<file path="src/hdl/gbdf_pkg.sv">
package gbdf_pkg;

    // Field widths
    localparam int OP_W     = 3;
    localparam int COORD_W  = 6;
    localparam int STATUS_W = 3;
    localparam int DIST_W   = 13;
    localparam int DIM_W    = 7;
    localparam int CFG_IDX_W = 1;

    // Default grid limits
    localparam int MAX_WIDTH_DEF  = 64;
    localparam int MAX_HEIGHT_DEF = 64;
    localparam logic [DIM_W-1:0] GRID_DIM_RESET = 7'd64;

    // Operation codes
    localparam logic [OP_W-1:0] OP_SET_BLOCKED = 3'd0;
    localparam logic [OP_W-1:0] OP_ADD_SOURCE  = 3'd1;
    localparam logic [OP_W-1:0] OP_COMPUTE     = 3'd2;
    localparam logic [OP_W-1:0] OP_READ_DIST   = 3'd3;
    localparam logic [OP_W-1:0] OP_CLEAR_SRC   = 3'd4;

    // Status codes
    localparam logic [STATUS_W-1:0] ST_OK          = 3'd0;
    localparam logic [STATUS_W-1:0] ST_NO_SOURCES  = 3'd1;
    localparam logic [STATUS_W-1:0] ST_OFF_GRID    = 3'd2;
    localparam logic [STATUS_W-1:0] ST_SRC_BLOCKED = 3'd3;
    localparam logic [STATUS_W-1:0] ST_RANGE       = 3'd4;

    // Configuration register indexes
    localparam logic [CFG_IDX_W-1:0] REG_GRID_WIDTH  = 1'b0;
    localparam logic [CFG_IDX_W-1:0] REG_GRID_HEIGHT = 1'b1;

    // Distance values
    localparam logic signed [DIST_W-1:0] DIST_ZERO    = 13'sd0;
    localparam logic signed [DIST_W-1:0] DIST_ONE     = 13'sd1;
    localparam logic signed [DIST_W-1:0] DIST_MAX     = 13'sd4095;
    localparam logic signed [DIST_W-1:0] DIST_UNREACH = -13'sd1;

    // One result word
    typedef struct packed {
        logic [STATUS_W-1:0]      status;
        logic signed [DIST_W-1:0] distance;
    } result_t;

endpackage

</file>
<file path="src/hdl/gbdf_out_fifo.sv">
module gbdf_out_fifo (
    input  logic             clk,
    input  logic             rst_n,
    input  logic             push,
    input  gbdf_pkg::result_t push_word,
    output logic             space,
    output logic             out_valid,
    input  logic             out_ready,
    output gbdf_pkg::result_t out_word
);
    import gbdf_pkg::*;

    result_t    slot_reg [2];
    logic       wr_ptr_reg;
    logic       rd_ptr_reg;
    logic [1:0] count_reg;
    logic       wr_ptr_next;
    logic       rd_ptr_next;
    logic [1:0] count_next;
    logic       pop;

    assign out_valid = (count_reg != 2'd0);
    assign space     = (count_reg != 2'd2);
    assign out_word  = slot_reg[rd_ptr_reg];
    assign pop       = out_valid && out_ready;

    // Pointer and fill count
    always_comb
    begin
        wr_ptr_next = push ? ~wr_ptr_reg : wr_ptr_reg;
        rd_ptr_next = pop ? ~rd_ptr_reg : rd_ptr_reg;
        count_next  = count_reg;
        if (push && !pop)
        begin
            count_next = count_reg + 2'd1;
        end
        else if (pop && !push)
        begin
            count_next = count_reg - 2'd1;
        end
    end

    always_ff @(posedge clk or negedge rst_n)
    begin
        if (!rst_n)
        begin
            wr_ptr_reg <= 1'b0;
            rd_ptr_reg <= 1'b0;
            count_reg  <= 2'd0;
        end
        else
        begin
            wr_ptr_reg <= wr_ptr_next;
            rd_ptr_reg <= rd_ptr_next;
            count_reg  <= count_next;
        end
    end

    // Word storage
    always_ff @(posedge clk)
    begin
        if (push)
        begin
            slot_reg[wr_ptr_reg] <= push_word;
        end
    end

endmodule
</file>
<file path="config.mk">
export PLATFORM = sky130hd
export DESIGN_NAME = gbdf_out_fifo
export DESIGN_NICKNAME = d
export VERILOG_FILES = /design/src/hdl/gbdf_pkg.sv /design/src/hdl/gbdf_out_fifo.sv
export SDC_FILE = /design/constraint.sdc
export NUM_CORES = 1
export LEC_CHECK = 0
export ABC_AREA = 1
export BUFFER_PORTS_ARGS = -buffer_cell sky130_fd_sc_hd__buf_4
export CORE_MARGIN = 2
export CORE_UTILIZATION = 48
export CTS_BUF_LIST = sky130_fd_sc_hd__clkbuf_4 sky130_fd_sc_hd__clkbuf_8
export DETAILED_ROUTE_END_ITERATION = 8
export HOLD_SLACK_MARGIN = 0.1
export PLACE_DENSITY = 0.77
export SYNTH_ARGS = -nofsm -noshare
export SYNTH_HDL_FRONTEND = slang
export SYNTH_SLANG_ARGS = --single-unit
</file>
<file path="constraint.sdc">
create_clock -name clk -period 1.4 [get_ports clk]
set_input_delay 0.28 -clock clk [delete_from_list [all_inputs] [get_ports clk]]
set_output_delay 0.28 -clock clk [all_outputs]
set_load 0.05 [all_outputs]
</file>
==> reports/results.md <==
• complete, but fails checks — run status
• negative setup slack — failing checks
• 4.82 — drt via density
• 58.4 µm — die height
• 8 — biggest fanout along the worst timing path
• -121 ps — post-layout worst setup margin
• 0 — number of diodes
• 212 — layout filler cell count
• 37 — Port Buf Inserts
• sky130_fd_sc_hd__dfrtp_2 — slowest CP cell
• sky130_fd_sc_hd__clkbuf_4 — cell at the root of the clock tree
• 2 — CTS H-tree lvls
• 36 — clk sink count
• sky130_fd_sc_hd__buf_6 — most numerous cell on the critical path
• 4 — router iterations before antenna repair
• 0.00460 W — post-route total power
• 1660 µm — estimated wirelength of the detail-placed design
• 0.650 — GPL Wtd Cong
• 884 — via count of the first global-routing pass
• 1.09 — part of the cycle the worst path needs
• 2 — largest buffer count on any clock path
• flip-flops — critical path's top delay family
• 0.178 — synthesized-area fraction occupied by and/or/nand/nor cells
• 4 — number of cells on the critical path
• 0 — complex-gate fraction of the synthesized area
• 0 — post-route ant nets
• 1420 µm² — Mapped Area
• 0.543 — power share of the combinational group
• sky130_fd_sc_hd__edfxtp_1, sky130_fd_sc_hd__nand2_1, sky130_fd_sc_hd__dfrtp_1, sky130_fd_sc_hd__nand2_2, sky130_fd_sc_hd__inv_1 — biggest area contributors in the synthesized netlist
• 1520 ps — post-layout minimum cycle time
• 1740 µm² — cell area after placement
• true — unrepaired setup endpoints after global routing
• output port — capturing element type of the critical path
• 0 — number of max-slew violations in the final report
• 1240 ps — data arrival time of the critical path
• 5 — number of CTS-inserted buffers
• 12.8 µm² — per-instance average area after synthesis
• 0.885 — worst relative slew slack
• 0.00880 — Post-Synth Adder-Cell Area
• 0.340 — power share of the sequential group
• 0 — Hold Fails Final Rpt
• 3420 µm² — Die Footprint
• 2410 µm — Routed Wire Length
• 0.675 — Synth top area share
• 19 — standard-cell rows
• 1120 ps — Worst Path Required
• 0.511 — starting density of the core
• 931 — Vias
• -1760 ps — total negative slack for setup checks
• 0 — # DRC
• 34.7% — area growth from synthesis to final layout
• 16 — Final setup violation count
• 0 — total congestion overflow after global routing
• 8 — r2r worst-path depth
• 15 — library cells used by synthesis
• 0.445 — proportion of total power due to net switching
• 1 — hold path depth
• 111 — Cells after Synth
• 3840 µm — wire length of the first global-routing pass
• 132 — post-synth net total
• 36 — synthesized flop and latch total
• reg -> out — critical path class
• flip-flop — startpoint kind of the worst setup timing path
• 29 — DR iter-0 viols
• 18 — largest net degree at the start of global routing
• 8.40 ps — Max Clock Skew
• 480 ps — Max stage delay on crit path
• 32 — number of flip-flops in the largest register
• buf_6, nand2_1, nand2_2, buf_6 — worst-path cell chain
• simple AND/OR/NAND/NOR gates — largest family of logic cells by synthesized area
• 38 — top-level I/O count
• 0.860 nW — leakage power summed over all cells
• 173 ps — actual slew at the worst max-slew pin
• 0 — Max Cap Viol
• 320 ps — latest clock arrival within the worst-skew pair
• 0.156 — total global-route track usage
• sky130_fd_sc_hd__edfxtp_1 — library cell with the largest summed area after synthesis
• -73.9 ps — worst setup slack before clock tree synthesis
• 2780 µm² — core area
• 0.420 — share of layout cells above drive strength 1
• 0 — mux share of post-synthesis cell area
• 58.4 µm — width of the die
• 0.746 — sequential cell area fraction in the yosys report
• 0.00255 W — internal power component
• 0 — number of antenna violations at the first check in global routing
• built — TritonCTS clock tree
• 1.86 mV — IR drop worst, VDD
• 0 — Syn. warnings
• 1920 µm² — post-route standard cell area excluding fillers
• 2400 nW/µm² — power density relative to cell area
• 0.0123 — synthesized-area fraction occupied by xor and xnor cells
• in -> reg — hold crit path type
• 2 — buffer and inverter count on the worst path
• 0.117 — clock share of power
• 100 ps — Clk pin slew, worst setup/hold paths
• 658 MHz — top achievable clock speed
• 12.5 µm — drt wl/cell
• 0.00205 W — net switching component of the power
• 182 — NumNets Final
-- synth_stat cells --
master / count
sky130_fd_sc_hd__dfrtp_1: 4
sky130_fd_sc_hd__clkbuf_8: 1
sky130_fd_sc_hd__nand3_1: 2
sky130_fd_sc_hd__nor2_1: 1
sky130_fd_sc_hd__nand4_1: 1
sky130_fd_sc_hd__nand2_1: 52
sky130_fd_sc_hd__buf_12: 1
sky130_fd_sc_hd__buf_6: 1
sky130_fd_sc_hd__xor2_1: 1
sky130_fd_sc_hd__inv_1: 6
sky130_fd_sc_hd__nand2_2: 6
sky130_fd_sc_hd__edfxtp_1: 32
sky130_fd_sc_hd__inv_8: 1
sky130_fd_sc_hd__xnor2_1: 1
sky130_fd_sc_hd__ha_1: 1
-- layer usage --
metal / part of all wire / GRT usage
met2: 0.51 / 0.244
met4: 0.0033 / 0.0498
met1: 0.43 / 0.208
met3: 0.064 / 0.0505
met5: 0 / 0
-- timing repair --
item	in CTS	in global routing
buffers inserted	2	1
gates resized for setup	20	7
cloned	0	0
hold buffers	1	0
endpoints found under the setup margin	18	19
hold endpoints to repair	4	0
-- worst reg2reg max path, stage by stage (launching register included) --
cell and delay (ps):
sky130_fd_sc_hd__dfrtp_1 390, sky130_fd_sc_hd__inv_2 70, sky130_fd_sc_hd__nand2_4 70, sky130_fd_sc_hd__nand2_1 80, sky130_fd_sc_hd__ha_1 310, sky130_fd_sc_hd__inv_1 80
sky130_fd_sc_hd__nand3_1 80, sky130_fd_sc_hd__nand2_1 60, sky130_fd_sc_hd__nand2_1 40
-- layout by cell type, fill, tap and decap left out, types with 2 or more instances in the layout --
master	count
sky130_fd_sc_hd__nand2_2	9
sky130_fd_sc_hd__dfrtp_1	3
sky130_fd_sc_hd__nand3_1	2
sky130_fd_sc_hd__inv_2	2
sky130_fd_sc_hd__buf_6	18
sky130_fd_sc_hd__inv_1	4
sky130_fd_sc_hd__buf_4	26
sky130_fd_sc_hd__clkbuf_4	7
sky130_fd_sc_hd__edfxtp_1	32
sky130_fd_sc_hd__nand2_1	48
-- cells by family after synthesis --
group / Yosys count
xor+xnor: 2
flops: 36
simple gates: 62
fa+ha+maj: 1
buf+inv: 10
-- layout make-up --
class | instances | area, µm² | area share
sequential | 36 | 1060 | 0.555
timing repair buffer | 46 | 423 | 0.221
multi-input combinational | 65 | 300 | 0.157
clock buffer | 7 | 52.6 | 0.0274
tap | 31 | 38.8 | 0.0202
inverter | 7 | 33.8 | 0.0176
clock inverter | 1 | 5.00 | 0.00261
-- stage by stage --
| step | util | hold WS [ps] | cells |
|---|---|---|---|
| global placement | 0.625 | 78.8 | 181 |
| floorplan | - | -15.6 | 111 |
| global route | 0.689 | 112 | 193 |
| finish | 0.689 | 136 | 193 |
| CTS | 0.679 | 121 | 192 |
| detailed placement | 0.625 | 81.0 | 181 |
-- final timing paths --
kind                       slack [ps]          from             end
hold reg to reg                   510    wr_ptr_reg      wr_ptr_reg
setup reg to reg                  110  count_reg[0]    count_reg[1]
hold / removal                    140  push_word[9]  slot_reg[0][9]
max in group asynchronous        1010         rst_n      rd_ptr_reg
setup / recovery                 -120    rd_ptr_reg    out_word[13]
min in group asynchronous         280         rst_n    count_reg[0]
-- power groups by stage --
stage          Clock, W  Sequential (W)  Combinational (W)
2_1_floorplan         0         0.00154            0.00167
3_3_place_gp          0         0.00160            0.00212
3_5_place_dp          0         0.00161            0.00215
4_1_cts        0.000554         0.00156            0.00243
5_1_grt        0.000601         0.00159            0.00266
6_report       0.000537         0.00156            0.00250
No activity file was read; power rests on OpenSTA's default activity.
